**config.mk**
```make
export PLATFORM = sky130hd
export DESIGN_NAME = svx_queue
export DESIGN_NICKNAME = d
export VERILOG_FILES = /design/src/design/svx_pkg.sv /design/src/design/svx_queue.sv
export SDC_FILE = /design/constraint.sdc
export NUM_CORES = 1
export LEC_CHECK = 0
export ABC_AREA = 1
export BUFFER_PORTS_ARGS = -buffer_cell sky130_fd_sc_hd__buf_4
export CORE_MARGIN = 1
export CORE_UTILIZATION = 55
export DETAILED_ROUTE_END_ITERATION = 16
export PLACE_DENSITY = 0.84
export SYNTH_ARGS = -nofsm -noshare
export SYNTH_HDL_FRONTEND = slang
export SYNTH_SLANG_ARGS = --single-unit
```
**constraint.sdc**
```tcl
create_clock -name clk -period 13.3 [get_ports clk]
set_input_delay 1.995 -clock clk [delete_from_list [all_inputs] [get_ports clk]]
set_output_delay 1.995 -clock clk [all_outputs]
set_load 0.05 [all_outputs]
```
**src/design/svx_pkg.sv**
```systemverilog
package svx_pkg;

  localparam int COORD_W = 24;
  localparam int DIFF_W  = COORD_W + 1;
  localparam int PROD_W  = 2 * DIFF_W;
  localparam int NORM_W  = PROD_W + 1;
  localparam int SPLIT_W = 24;
  localparam int NH_W    = NORM_W - SPLIT_W;
  localparam int LIGHT_W = 16;
  localparam int DIST_W  = 16;
  localparam int PH_W    = NH_W + LIGHT_W;
  localparam int PL_W    = SPLIT_W + 1 + LIGHT_W;
  localparam int HI_W    = PH_W + 2;
  localparam int LO_W    = PL_W + 2;
  localparam int DOT_W   = HI_W + SPLIT_W;
  localparam int OPROD_W = LIGHT_W + DIST_W + 1;
  localparam int OFF_W   = OPROD_W - 2;
  localparam int OUT_W   = 32;

  localparam int Q_DEPTH = 4;
  localparam int Q_AW    = 2;

  localparam int CFG_AW  = 2;
  localparam int CFG_DW  = 16;
  localparam logic [CFG_AW-1:0] CFG_LIGHT_X  = 2'd0;
  localparam logic [CFG_AW-1:0] CFG_LIGHT_Y  = 2'd1;
  localparam logic [CFG_AW-1:0] CFG_LIGHT_Z  = 2'd2;
  localparam logic [CFG_AW-1:0] CFG_DISTANCE = 2'd3;

  localparam logic signed [LIGHT_W-1:0] LIGHT_X_RST = 16'sd23170;
  localparam logic signed [LIGHT_W-1:0] LIGHT_Y_RST = 16'sd23170;
  localparam logic signed [LIGHT_W-1:0] LIGHT_Z_RST = 16'sd0;
  localparam logic [DIST_W-1:0]         DIST_RST    = 16'd10000;

  // edge index of the closing edge (p2,p0)
  localparam logic [1:0] SIDE_LAST = 2'd2;

  typedef struct packed {
    logic signed [COORD_W-1:0] z;
    logic signed [COORD_W-1:0] y;
    logic signed [COORD_W-1:0] x;
  } vtx_t;

  typedef struct packed {
    vtx_t v2;
    vtx_t v1;
    vtx_t v0;
  } tri_t;

  typedef struct packed {
    logic signed [OUT_W-1:0] z;
    logic signed [OUT_W-1:0] y;
    logic signed [OUT_W-1:0] x;
  } ovtx_t;

  typedef struct packed {
    logic signed [LIGHT_W-1:0] z;
    logic signed [LIGHT_W-1:0] y;
    logic signed [LIGHT_W-1:0] x;
  } light_t;

  typedef struct packed {
    logic signed [OFF_W-1:0] z;
    logic signed [OFF_W-1:0] y;
    logic signed [OFF_W-1:0] x;
  } off_t;

  // classified triangle handed from front to back
  typedef struct packed {
    tri_t corners;
    logic last;
    logic extrude;
  } qent_t;

  // position within one six-vertex quad: a, b, a', b, b', a'
  typedef enum logic [2:0] {
    SLOT_A,
    SLOT_B,
    SLOT_AE,
    SLOT_B2,
    SLOT_BE,
    SLOT_AE2
  } slot_t;

  function automatic vtx_t pick_vtx(tri_t t, logic [1:0] idx);
    vtx_t v;
    case (idx)
      2'd0:    v = t.v0;
      2'd1:    v = t.v1;
      default: v = t.v2;
    endcase
    return v;
  endfunction

endpackage

```
**src/design/svx_queue.sv**
```systemverilog
module svx_queue (
  input  logic           clk,
  input  logic           rst_n,
  input  logic           push_valid,
  output logic           push_ready,
  input  svx_pkg::qent_t push_ent,
  output logic           head_valid,
  output svx_pkg::qent_t head,
  input  logic           pop
);
  import svx_pkg::*;

  qent_t           ent_r [0:Q_DEPTH-1];
  logic [Q_AW-1:0] wr_r, rd_r;
  logic [Q_AW:0]   cnt_r;
  logic            push;

  assign push_ready = (cnt_r != (Q_AW+1)'(Q_DEPTH));
  assign head_valid = (cnt_r != '0);
  assign head       = ent_r[rd_r];
  assign push       = push_valid && push_ready;

  always_ff @(posedge clk) begin
    if (!rst_n) begin
      wr_r  <= '0;
      rd_r  <= '0;
      cnt_r <= '0;
    end else begin
      if (push) begin
        wr_r <= wr_r + Q_AW'(1);
      end
      if (pop) begin
        rd_r <= rd_r + Q_AW'(1);
      end
      if (push && !pop) begin
        cnt_r <= cnt_r + (Q_AW+1)'(1);
      end else if (pop && !push) begin
        cnt_r <= cnt_r - (Q_AW+1)'(1);
      end
    end
  end

  always_ff @(posedge clk) begin
    if (push) begin
      ent_r[wr_r] <= push_ent;
    end
  end

endmodule

```
After elaboration in Yosys (flattened, before gate mapping)
Memories as Yosys holds them, arrays and structs flattened. A register that Yosys moved wholly into a read port is not among the register bits.
Index checks and enable logic that the tools add are counted.
Widths: inputs -> output; s select.

word-level totals
  logic and storage cells = 22
  memory bits (writable) = 872
  bits in registers = 7
  memories = 1
  input bits = 222

cells by class
  multiplexer cells = 6
  $add $sub $neg = 4
  equal/unequal tests = 1
  reduce and logical (&&, ||, !) cells = 7

memory list
  name   words  bits a word  rd ports  clocked after memory_dff  wr ports  RTL line         source
  ent_r  4      218          1         1                         1         svx_queue.sv:13  qent_t ent_r [0:Q_DEPTH-1];

operators with widths
  operator             count
  $mux 3               2
  $add 2x1->2 const B  2
  $mux 2               2
  $add 3x1->3 const B  1
  $logic_and 1x1->1    3
  $ne 3x3->1 const B   1
  $reduce_bool 3->1    1
  $sub 3x1->3 const B  1
  $logic_not 1->1      2
  $mux 1               2
  $reduce_bool 2->1    1

Longest topological paths before layout
  depth after elaboration = 6
  depth in mapped cells = 13
  depth with buffers taken out = 13

Least setup slack after synthesis
No wires, ideal clock.

  kind = input port to flip-flop
  start = input port push_valid
  end = memory ent_r[0][0] (netlist bit) (enable)
  arrival = 11.194 ns
  stages on the path = 2
  data required time = 12.499 ns
  slack = 1.304 ns
  path buffers = 0
  cells stage by stage = nand2_1 -> nor2_1

on the way
  longest elaborated chain between the ends = 3

ends and longest elaborated chain
  element                       RTL line         source
  from (decl)                   svx_queue.sv:4   input logic push_valid,
  $logic_and 1x1->1             svx_queue.sv:21  assign push = push_valid && push_ready;
  $mux 1                        svx_queue.sv:44  if (push) begin
  $mux 1 (implied by the code)  svx_queue.sv:45  ent_r[wr_r] <= push_ent;
  to (decl)                     svx_queue.sv:13

No other way between the ends.

==> run_results.csv <==
group,metric,value,unit
worst_hold_path,whs_path_depth,1,
cts,cts_buffers,84,
logic_synthesis,syn_inst,2171,
floorplanning,io_pins,442,
global_routing,grt_pass1_vias,20390,
logic_synthesis,ys_seq_area_frac,0.8109,
placed_design,gp_congestion,0.7791,
cts,cts_resized,0,
logic_synthesis,synth_edf_count,872,
floorplanning,die_width,245.1,µm
cts,cts_setup_buffers,0,
worst_setup_path,critPathKind,"reg -> out",
logic_synthesis,syn_avg_cell_area,14.98,µm²
sta,holdWs,0.4509,ns
sta,finClkSkew,0.02215,ns
route,vias,20030,
global_routing,track_usage,0.2428,
worst_setup_path,crit-reg2reg-capture,"ent_r[0][48]$_DFFE_PP_",
worst_setup_path,worstRegToRegCells,6,
flow_run,drv_cap,0,
sta,fmax,165.7,MHz
placed_design,io_buffers,441,
cts,clk_pin_slew,0.06,ns
logic_synthesis,synth_common_cells,"872 x edfxtp_1, 445 x nor2_1, 420 x o21ai_0, 218 x o22ai_1, 86 x clkbuf_1",
layout,drive_above_1_share,0.2233,
pwr,p_per_area,170.2,mW/mm²
worst_setup_path,crit_path_end_kind,"output port",
global_routing,grt_pass1_wl,111.7,mm
worst_setup_path,r2r_slack,9.50,ns
route,wl_per_cell,21.89,µm
floorplanning,die-area,0.06009,mm²
floorplanning,core-area,0.05803,mm²
route,antenna_left,0,
global_routing,met2_usage,0.4003,
logic_synthesis,syn_nets,2399,
global_routing,gr-total-overflow,0,
layout,syn_to_final_growth,19.93,%
logic_synthesis,netlist.area_leader.share,0.8053,
logic_synthesis,syn_area,0.03251,mm²
sta,hold_violations,0,
sta,period_share,0.4539,
cts,holdBufCountCts,0,
floorplanning,num_rows,88,
global_routing,top_usage_layer,"met2",
sta,slew_headroom,0.1982,
global_routing,met1_usage,0.2976,
placed_design,hpwl,40.40,mm
layout,final_nets,2798,
route,totalWireLength,74.51,mm
cts,cts_tree,"yes",
sta,worst_pin_slew,1.203,ns
worst_setup_path,required,11.31,ns
logic_synthesis,synth_most_common_cell,"edfxtp_1",
route,drc,0,
worst_setup_path,r2r_start,"cnt_r[0]$_SDFFE_PN0P_",
sta,report.final.setup_viol,0,
route,viasPerCell,5.884,
logic_synthesis,synthArstFlopShare,0,
worst_hold_path,hp-start,"rd_r[1]$_SDFFE_PN0P_",
logic_synthesis,yosys-top-cells-area,"edfxtp_1 81%, o21ai_0 6.5%, nor2_1 5.1%, o22ai_1 4.2%, clkbuf_1 0.99%",
worst_setup_path,crit_arrival,4.04,ns
sta,post-route-min-period,6.037,ns
sta,maxSlewViolCount,0,
run_status,outcome,"finished, final reports clean",
pwr,p_leak,13.43,nW
logic_synthesis,yosys_warnings,0,
global_routing,met3_usage,0.05981,
logic_synthesis,synth_top_flop_cell,"edfxtp_1",
logic_synthesis,yosysTopAreaCell,"edfxtp_1",
worst_setup_path,path_max_fanout,237,
logic_synthesis,ys_ff_latch,881,
pwr,ir_drop,0.1467,mV
sta,tns,0,ns
logic_synthesis,synth_cell_types,19,
route,drt_iter0_markers,1938,
global_routing,antenna_found_initial,6,
cts,clockBufferDepth,3,
cts,clock_latency,0.62,ns
worst_hold_path,hold_class,"reg -> reg",
sta,rsz0062_at_grt,"no",
cts,htreeDepth,3,
cts,numClockSinks,881,
floorplanning,die_h,245.1,µm
worst_setup_path,startpoint_type,"register",
global_routing,grt_max_degree,238,
route,firstDrtPassIters,5,
pwr,finalPower,0.006637,W
floorplanning,start_util,0.5604,
cts,clock-root-buffer,"clkbuf_16",
registers in the layout, indices dropped and copies added (netlist names), named ones only:
| name | count |
|---|---|
| ent_r | 872 |
| cnt_r | 3 |
| rd_r | 2 |
| wr_r | 2 |
how the worst max path moves through the flow:
stage               startpoint               endpoint  slack (ns)  cells past startpoint
CTS                   register              head[153]        7.11                      6
detailed placement    register              head[182]        7.84                      6
floorplan           push_valid  ent_r[0][0]$_DFFE_PP_        1.30                      2
finish                register              head[153]        7.26                      6
global placement      register              head[161]        7.98                      6
global route          register              head[154]        6.88                      6
metrics by stage:
stage	instances	worst slack, ns	area (µm²)	utilization
finish	3404	7.263	38990	0.6720
global route	3403	6.883	38990	0.6720
CTS	3398	7.114	38980	0.6717
detailed placement	3249	7.836	36350	0.6264
global placement	3249	7.981	36350	0.6264
floorplan	2171	1.304	32510	-
report_power, final:
group | total [W] | internal, W | switching [W]
Sequential | 0.00331 | 0.00326 | 0.0000456
Combinational | 0.00106 | 0.000272 | 0.000789
Clock | 0.00227 | 0.00128 | 0.000986
Total | 0.00664 | 0.00482 | 0.00182
worst max-delay path, cell delays in order, from the launching register on:
cell      delay (ns)
dfxtp_4         0.35
buf_12          0.55
clkinv_8        0.77
buf_4           0.72
o21ai_0         0.39
o22ai_1         0.14
buf_4           0.21
final cells by class:
type | instances | area, µm²
multi-input cells | 1128 | 5438
well taps | 765 | 957.2
clock buffers | 98 | 2197
clock inverters | 51 | 432.9
diodes | 6 | 15.01
flip-flops and latches | 881 | 26370
repair buffers | 457 | 3493
fillers | 3654 | 19030
inverters | 18 | 87.58
layer usage:
layer,up-vias,routed length (µm)
met5,-,17
met4,2,3077
met3,187,7268
met2,976,37380
met1,9833,26770
li1,9032,-
cells in the final DEF, fill, tap and decap left out, types with 2 or more instances in the layout:
cell type / instances
edfxtp_1: 872
buf_4: 452
nor2_1: 441
o21ai_0: 420
o22ai_1: 218
clkbuf_16: 86
o21ai_1: 20
clkinv_2: 17
inv_1: 16
clkinv_1: 14
clkbuf_1: 12
clkinvlp_4: 9
nand2_1: 8
dfxtp_1: 7
diode_2: 6
a21oi_1: 5
ha_1: 5
bufinv_16: 5
buf_12: 5
nand3_1: 4
clkinv_8: 4
nor2_4: 4
inv_8: 2
dfxtp_4: 2
cells by family after synthesis:
logic type	share of synthesized area
buffers and inverters	0.02282
AND/OR/NAND/NOR	0.05333
AO/OA/AOI/OAI	0.1104
adder cells (fa/ha/maj)	0.002540
flip-flops	0.8109
Note: power is estimated with default switching activity, not from simulation.
