## src/design/svx_pkg.sv

```systemverilog
package svx_pkg;

  localparam int COORD_W = 24;
  localparam int DIFF_W  = COORD_W + 1;
  localparam int PROD_W  = 2 * DIFF_W;
  localparam int NORM_W  = PROD_W + 1;
  localparam int SPLIT_W = 24;
  localparam int NH_W    = NORM_W - SPLIT_W;
  localparam int LIGHT_W = 16;
  localparam int DIST_W  = 16;
  localparam int PH_W    = NH_W + LIGHT_W;
  localparam int PL_W    = SPLIT_W + 1 + LIGHT_W;
  localparam int HI_W    = PH_W + 2;
  localparam int LO_W    = PL_W + 2;
  localparam int DOT_W   = HI_W + SPLIT_W;
  localparam int OPROD_W = LIGHT_W + DIST_W + 1;
  localparam int OFF_W   = OPROD_W - 2;
  localparam int OUT_W   = 32;

  localparam int Q_DEPTH = 4;
  localparam int Q_AW    = 2;

  localparam int CFG_AW  = 2;
  localparam int CFG_DW  = 16;
  localparam logic [CFG_AW-1:0] CFG_LIGHT_X  = 2'd0;
  localparam logic [CFG_AW-1:0] CFG_LIGHT_Y  = 2'd1;
  localparam logic [CFG_AW-1:0] CFG_LIGHT_Z  = 2'd2;
  localparam logic [CFG_AW-1:0] CFG_DISTANCE = 2'd3;

  localparam logic signed [LIGHT_W-1:0] LIGHT_X_RST = 16'sd23170;
  localparam logic signed [LIGHT_W-1:0] LIGHT_Y_RST = 16'sd23170;
  localparam logic signed [LIGHT_W-1:0] LIGHT_Z_RST = 16'sd0;
  localparam logic [DIST_W-1:0]         DIST_RST    = 16'd10000;

  // edge index of the closing edge (p2,p0)
  localparam logic [1:0] SIDE_LAST = 2'd2;

  typedef struct packed {
    logic signed [COORD_W-1:0] z;
    logic signed [COORD_W-1:0] y;
    logic signed [COORD_W-1:0] x;
  } vtx_t;

  typedef struct packed {
    vtx_t v2;
    vtx_t v1;
    vtx_t v0;
  } tri_t;

  typedef struct packed {
    logic signed [OUT_W-1:0] z;
    logic signed [OUT_W-1:0] y;
    logic signed [OUT_W-1:0] x;
  } ovtx_t;

  typedef struct packed {
    logic signed [LIGHT_W-1:0] z;
    logic signed [LIGHT_W-1:0] y;
    logic signed [LIGHT_W-1:0] x;
  } light_t;

  typedef struct packed {
    logic signed [OFF_W-1:0] z;
    logic signed [OFF_W-1:0] y;
    logic signed [OFF_W-1:0] x;
  } off_t;

  // classified triangle handed from front to back
  typedef struct packed {
    tri_t corners;
    logic last;
    logic extrude;
  } qent_t;

  // position within one six-vertex quad: a, b, a', b, b', a'
  typedef enum logic [2:0] {
    SLOT_A,
    SLOT_B,
    SLOT_AE,
    SLOT_B2,
    SLOT_BE,
    SLOT_AE2
  } slot_t;

  function automatic vtx_t pick_vtx(tri_t t, logic [1:0] idx);
    vtx_t v;
    case (idx)
      2'd0:    v = t.v0;
      2'd1:    v = t.v1;
      default: v = t.v2;
    endcase
    return v;
  endfunction

endpackage

```

## src/design/svx_back.sv

```systemverilog
module svx_back (
  input  logic           clk,
  input  logic           rst_n,
  input  logic           head_valid,
  input  svx_pkg::qent_t head,
  output logic           pop,
  input  svx_pkg::off_t  off,
  output logic           out_valid,
  input  logic           out_ready,
  output svx_pkg::ovtx_t out_vtx,
  output logic           out_last,
  output logic           out_vertex_valid,
  output logic           out_mesh_done
);
  import svx_pkg::*;

  slot_t      slot_r, slot_nxt;
  logic [1:0] side_r, side_nxt;

  logic  out_valid_r;
  ovtx_t vtx_r, vtx_nxt;
  logic  last_r, last_nxt;
  logic  vv_r, vv_nxt;
  logic  done_r, done_nxt;

  logic       load, issue, final_vtx;
  logic [1:0] a_idx, b_idx, v_idx;
  logic       ext;
  vtx_t       vsel;

  assign load      = !out_valid_r || out_ready;
  assign issue     = head_valid && load;
  assign final_vtx = !head.extrude || (side_r == SIDE_LAST && slot_r == SLOT_AE2);
  assign pop       = issue && final_vtx;

  always_comb begin
    slot_nxt = slot_r;
    side_nxt = side_r;
    if (issue) begin
      if (final_vtx) begin
        slot_nxt = SLOT_A;
        side_nxt = '0;
      end else begin
        case (slot_r)
          SLOT_A:  slot_nxt = SLOT_B;
          SLOT_B:  slot_nxt = SLOT_AE;
          SLOT_AE: slot_nxt = SLOT_B2;
          SLOT_B2: slot_nxt = SLOT_BE;
          SLOT_BE: slot_nxt = SLOT_AE2;
          SLOT_AE2: begin
            slot_nxt = SLOT_A;
            side_nxt = side_r + 2'd1;
          end
          default: slot_nxt = SLOT_A;
        endcase
      end
    end
  end

  assign a_idx = side_r;
  assign b_idx = (side_r == SIDE_LAST) ? 2'd0 : side_r + 2'd1;

  always_comb begin
    case (slot_r)
      SLOT_A:   begin v_idx = a_idx; ext = 1'b0; end
      SLOT_B:   begin v_idx = b_idx; ext = 1'b0; end
      SLOT_AE:  begin v_idx = a_idx; ext = 1'b1; end
      SLOT_B2:  begin v_idx = b_idx; ext = 1'b0; end
      SLOT_BE:  begin v_idx = b_idx; ext = 1'b1; end
      SLOT_AE2: begin v_idx = a_idx; ext = 1'b1; end
      default:  begin v_idx = a_idx; ext = 1'b0; end
    endcase
    vsel = pick_vtx(head.corners, v_idx);
    if (head.extrude) begin
      vtx_nxt.x = OUT_W'(vsel.x) - (ext ? OUT_W'(off.x) : '0);
      vtx_nxt.y = OUT_W'(vsel.y) - (ext ? OUT_W'(off.y) : '0);
      vtx_nxt.z = OUT_W'(vsel.z) - (ext ? OUT_W'(off.z) : '0);
      vv_nxt    = 1'b1;
      last_nxt  = final_vtx;
      done_nxt  = final_vtx && head.last;
    end else begin
      // end-of-mesh marker for a culled last triangle
      vtx_nxt   = '0;
      vv_nxt    = 1'b0;
      last_nxt  = 1'b1;
      done_nxt  = 1'b1;
    end
  end

  always_ff @(posedge clk) begin
    if (!rst_n) begin
      slot_r      <= SLOT_A;
      side_r      <= '0;
      out_valid_r <= 1'b0;
    end else begin
      slot_r <= slot_nxt;
      side_r <= side_nxt;
      if (load) begin
        out_valid_r <= issue;
      end
    end
  end

  always_ff @(posedge clk) begin
    if (issue) begin
      vtx_r  <= vtx_nxt;
      last_r <= last_nxt;
      vv_r   <= vv_nxt;
      done_r <= done_nxt;
    end
  end

  assign out_valid        = out_valid_r;
  assign out_vtx          = vtx_r;
  assign out_last         = last_r;
  assign out_vertex_valid = vv_r;
  assign out_mesh_done    = done_r;

endmodule

```

## config.mk

```make
export PLATFORM = sky130hd
export DESIGN_NAME = svx_back
export DESIGN_NICKNAME = d
export VERILOG_FILES = /design/src/design/svx_pkg.sv /design/src/design/svx_back.sv
export SDC_FILE = /design/constraint.sdc
export NUM_CORES = 1
export LEC_CHECK = 0
export BUFFER_PORTS_ARGS = -buffer_cell sky130_fd_sc_hd__buf_4
export CAP_MARGIN = 20
export CORE_MARGIN = 2
export CORE_UTILIZATION = 40
export CTS_CLUSTER_SIZE = 30
export DETAILED_ROUTE_END_ITERATION = 7
export GPL_ROUTABILITY_DRIVEN = 0
export MAX_ROUTING_LAYER = met4
export PLACE_DENSITY = 0.64
export SETUP_SLACK_MARGIN = 0.15
export SKIP_LAST_GASP = 1
export SYNTH_ARGS = -nofsm -noshare
export SYNTH_HDL_FRONTEND = slang
export SYNTH_SLANG_ARGS = --single-unit
```

## constraint.sdc

```tcl
create_clock -name clk -period 10.23 [get_ports clk]
set_clock_uncertainty 0.1 [all_clocks]
set_input_delay 2.046 -clock clk [delete_from_list [all_inputs] [get_ports clk]]
set_output_delay 2.046 -clock clk [all_outputs]
set_load 0.03 [all_outputs]
```

### Yosys cells after proc, flatten, opt, wreduce, memory -nomap -nowiden

Cells that the tools add are included.
Widths: inputs -> output; s select.

* flip-flop bits (word level): 105
* input port bits: 315
* output and inout bits: 101
* logic and storage cells: 46

* add/subtract/negate cells: 4
* equality and inequality tests: 7
* multiplexer cells: 12
* reduce and logical (&&, ||, !) cells: 14

Operators by type and width (count)
* $pmux 72 s2: 1
* $mux 32: 3
* $sub 32x32->32: 3
* $pmux 3 s5: 1
* $mux 2: 4
* $eq 3x2->1 const B: 2
* $eq 3x3->1 const B: 2
* $reduce_or 3->1: 2
* $logic_and 1x1->1: 4
* $eq 3x1->1 const B: 1
* $logic_not 3->1: 1
* $mux 3: 1
* $add 2x1->2 const B: 1
* $eq 2x1->1 const B: 1
* $eq 2x2->1 const B: 1
* $logic_not 1->1: 2
* $logic_not 2->1: 1
* $logic_or 1x1->1: 2
* $mux 1: 2
* $reduce_and 2->1: 1
* $reduce_bool 2->1: 1

### Longest topological paths before layout

* depth after elaboration: 6
* gate-level depth with buffers: 20
* gate-level depth less buffers: 18

### Least setup slack after synthesis

Ideal clock, no wire load.

* path kind: input to output
* start: input out_ready
* end: output pop
* arrival time: 4730 ps
* data required time: 8084 ps
* path slack: 3354 ps
* stages: 4
* cells stage by stage: nand2b_1 -> nand2_1 -> inv_1 -> and2_1

* cells in the longest elaborated chain, start to end: 3

Ends and longest elaborated chain
* start, declared: line svx_back.sv:9 `input logic out_ready,`
* $logic_or 1x1->1: line svx_back.sv:31 `assign load = !out_valid_r || out_ready;`
* $logic_and 1x1->1: line svx_back.sv:32 `assign issue = head_valid && load;`
* net issue: line svx_back.sv:26 `logic load, issue, final_vtx;`
* $logic_and 1x1->1: line svx_back.sv:34 `assign pop = issue && final_vtx;`
* end, declared: line svx_back.sv:6 `output logic pop,`

The timed path passes the listed nets, and every way through them passes these cells.

### Worst setup path after layout

* start: register slot_r[2]
* end: register vtx_r (netlist bit out_vtx[54]), data pin

* cells in the longest elaborated chain, start to end: 6

Ends and longest elaborated chain
* start, declared: line svx_back.sv:17 `slot_t slot_r, slot_nxt;`
* start signal, assigned: line svx_back.sv:96 `slot_r <= slot_nxt;`
* $eq 3x3->1, or another cell as far along: line svx_back.sv:64 `case (slot_r)`
* $reduce_or 3->1 (no line)
* $mux 2: line svx_back.sv:64
* $eq 2x1->1 / $logic_not 2->1 (equally long branches): line svx_pkg.sv:87 `case (idx)`
* $pmux 72 s2: line svx_pkg.sv:87
* $sub 32x32->32 (*): line svx_back.sv:76 `vtx_nxt.y = OUT_W'(vsel.y) - (ext ? OUT_W'(off.y) : '0);`
* end signal, assigned: line svx_back.sv:106 `vtx_r <= vtx_nxt;`
* end, declared: line svx_back.sv:21 `ovtx_t vtx_r, vtx_nxt;`

Every way passes the cells marked *; elsewhere a longest branch is shown, timed or not.
A chain may end at the register's enable or synchronous reset.

==> results.md <==
* Vias in the first global route at 10200
* Reg clk slew, reported paths at 0.07 ns
* Total power at ~1.6 mW
* Area of the multi-input gates at 6830 um2
* N_diodes at 0
* Synth Warn # at 0
* Synth area leaders: edfxtp_1, ha_1, mux2i_1
* Register area share after synthesis at 30.2%
* Ys async rst share at 0%
* Final worst path period share at 56.9%
* Total gr overflow at 0
* Antenna Nets Post-Route at 0
* Cell area after synthesis at 10200 um2
* Filler Cells Inserted at 2436
* Crit end category: flip-flop
* CTS Buffer Depth at 2
* Area Growth Syn to Fin at 36.5%
* Arr. time, crit path at 5.80 ns
* CTS buffer count at 9
* First-pass GRT wire length at 51.3 mm
* IR drop worst, VDD at roughly 0.057 mV
* Avg Inst Size Synth at 8.16 um2
* Antenna violations before repair at 0
* Yosys reg bits at 105
* CP delay by family, top: buffers and inverters
* Tmin final at 5.83 ns
* Die height at 164 um
* Post-DP HPWL at roughly 27 mm
* Worst reg2reg setup slack at 4.40 ns
* Hold-fix buffers at CTS at 0
* Clock Sinks at between 100 and 150
* Post-CTS Setup Inserts at 0
* Max cap viols at 0
* Num rows at 58
* Final core utilization at 55.5%
* Hold Crit Class: flip-flop to flip-flop
* Core ar. at 25200 um2
* Clock Latency Late Sink at 0.36 ns
* Worst hold margin at about 0.44 ns
* Drt wl/cell at ~17 um
* PD cells at around 120 nW/um2
* Starting density of the core at 40.7%
* Die width at ~160 um
* Vias per cell at 5.34
* Root Buffer: clkbuf_16
* Leakage power at 6.49 nW
* Outcome: finished, final reports clean
* Post_cts resized at 0
* Area occupied by registers at 3090 um2
* Slew margin rel. at 33.0%
* EDFF count, synth at 99
* Worst Path Buf+Inv at 3
* Crit path kind: flip-flop to flip-flop
* Die Area at 26900 um2
* Yosys top cell by area: edfxtp_1
* Setup crit start kind: flip-flop
* RSZ-0062 raised after global routing: false
* H-tree depth at 3
* Worst EP required at 10.20 ns
* Final setup TNS at 0 ns
* Final instance area at around 14000 um2
* Layout cells sized above 1 at approximately 28%
* Netlist cell types at 59
* CTS tree: yes
* Worst Max-Slew Pin Slew at 0.984 ns
* Slew Viols, Final at 0
* Gate Count Post-Synth at 1255
* PortBufs at 415
* Share of Yosys cell area claimed by the top area cell type at 29.0%
* Largest net degree at the start of global routing at 86
* Routed wire length at roughly 34 mm
* Vias at 10500
* Router iterations before antenna repair at 4
* First-iteration detailed-routing DRC count at 483
* CP max FO at 39
* Dpl cell area at roughly 14000 um2
* CP max stage delay at ~0.67 ns
* Slowest cell on crit path: buf_4
* Hold Fails Final Rpt at 0
* Dominant synthesized flop cell: edfxtp_1
* Count of endpoints failing setup in the final report at 0
* Critical path cell sequence: mux2i_1, mux2i_4, buf_4, buf_4, mux2i_1, nand2_1, o21ai_0, ha_1, inv_1, fa_1, a21oi_1, a2bb2oi_1, and3_1, o21a_1, a21oi_1, nor2b_1, a311oi_1, xor2_1, nor2_1
* Layout Nets at 2044
* Post-Syn Nets at 1669
* Num ports at 416
* Max Clock Freq at about 170 MHz
* Gr usage total at 25.1%
* DRC at 0
[worst register-to-register path: cells and delay by family, from the launching register on]
kind / cells / cell delay (ns)
muxes: 3 / 1.12
DFF: 1 / 0.51
and+or+nand+nor: 4 / 0.50
buffers and inverters: 3 / 1.26
xor gates and xnor gates: 1 / 0.17
AOI/OAI and AO/OA: 6 / 1.22
adders and majority gates: 2 / 0.65
[path summary, 6_finish.rpt]
path | cells past startpoint | from | endpoint
hold reg to reg | 2 | out_valid$_SDFFE_PN0N_ | out_valid$_SDFFE_PN0N_
setup / recovery | 19 | slot_r[2]$_SDFFE_PN0P_ | out_vtx[54]$_SDFFCE_PN0P_
hold / removal | 2 | out_valid$_SDFFE_PN0N_ | out_valid$_SDFFE_PN0N_
setup reg to reg | 19 | slot_r[2]$_SDFFE_PN0P_ | out_vtx[54]$_SDFFCE_PN0P_
[registers in the layout, summed over array words and instances (netlist names)]
| signal | flops |
|---|---|
| out_vtx | 96 |
| out_mesh_done | 1 |
| out_valid | 1 |
| slot_r | 3 |
| a_idx | 2 |
| out_last | 1 |
| out_vertex_valid | 1 |
[where the power goes]
group,internal [mW],total (mW),switching (mW)
registers,0.524,0.539,0.0146
clock network,0.225,0.398,0.173
logic,0.299,0.671,0.372
total,1.05,1.61,0.560
[cells by family after synthesis]
family | share of synthesized area (%)
buffers and inverters | 3.40
AO/OA/AOI/OAI | 19.8
multiplexers | 8.21
adder cells (fa/ha/maj) | 12.3
AND/OR/NAND/NOR | 20.1
flip-flops | 30.2
XOR/XNOR | 5.90
[area by class of cell]
type | instances | share of cell area (%)
multi-input combinational | 1059 | 48.9
timing repair buffer | 422 | 22.7
sequential | 105 | 22.1
tap | 330 | 2.96
clock buffer | 10 | 1.71
inverter | 33 | 0.913
clock inverter | 6 | 0.698
[metrics by stage]
stage	std cells	setup WS, ns
finish	1965	4.40
CTS	1965	4.38
floorplan	1255	3.35
detailed placement	1949	4.40
global placement	1949	4.53
global route	1965	3.94
[layer usage]
metal  global-route usage (%)  part of all wire, %  wire, um
met4                     8.97                  2.9       969
met1                     29.1                   40     13600
met3                     3.81                  6.7      2270
met5                        -                    0         0
met2                     44.1                   50     17000
[layout by cell type, fill, tap and decap left out, types with 4 or more instances in the layout]
master	n
xor2_1	30
or3_1	7
o21bai_1	10
nand3_1	13
inv_1	31
a211oi_1	11
and3_1	9
a31oi_1	12
clkbuf_16	9
edfxtp_1	99
nand2_1	163
o21ai_0	55
buf_4	422
nand4_1	13
and2_1	14
nand2b_1	12
dfxtp_1	6
a21boi_0	4
nor2_1	189
a21oi_1	154
a21o_1	36
ha_1	96
nor2b_1	26
nor3_1	14
xnor2_1	39
a311oi_1	4
a221o_1	4
mux2i_1	81
o21a_1	14
[Yosys cell counts (all sizes together) (26+ instances only)]
cell type / count
a21o: 36
a21oi: 154
clkbuf: 53
edfxtp: 99
ha: 96
inv: 33
mux2i: 84
nand2: 164
nor2: 189
nor2b: 26
o21ai: 57
xnor2: 39
xor2: 30
Power figures use the tool's default switching activity.
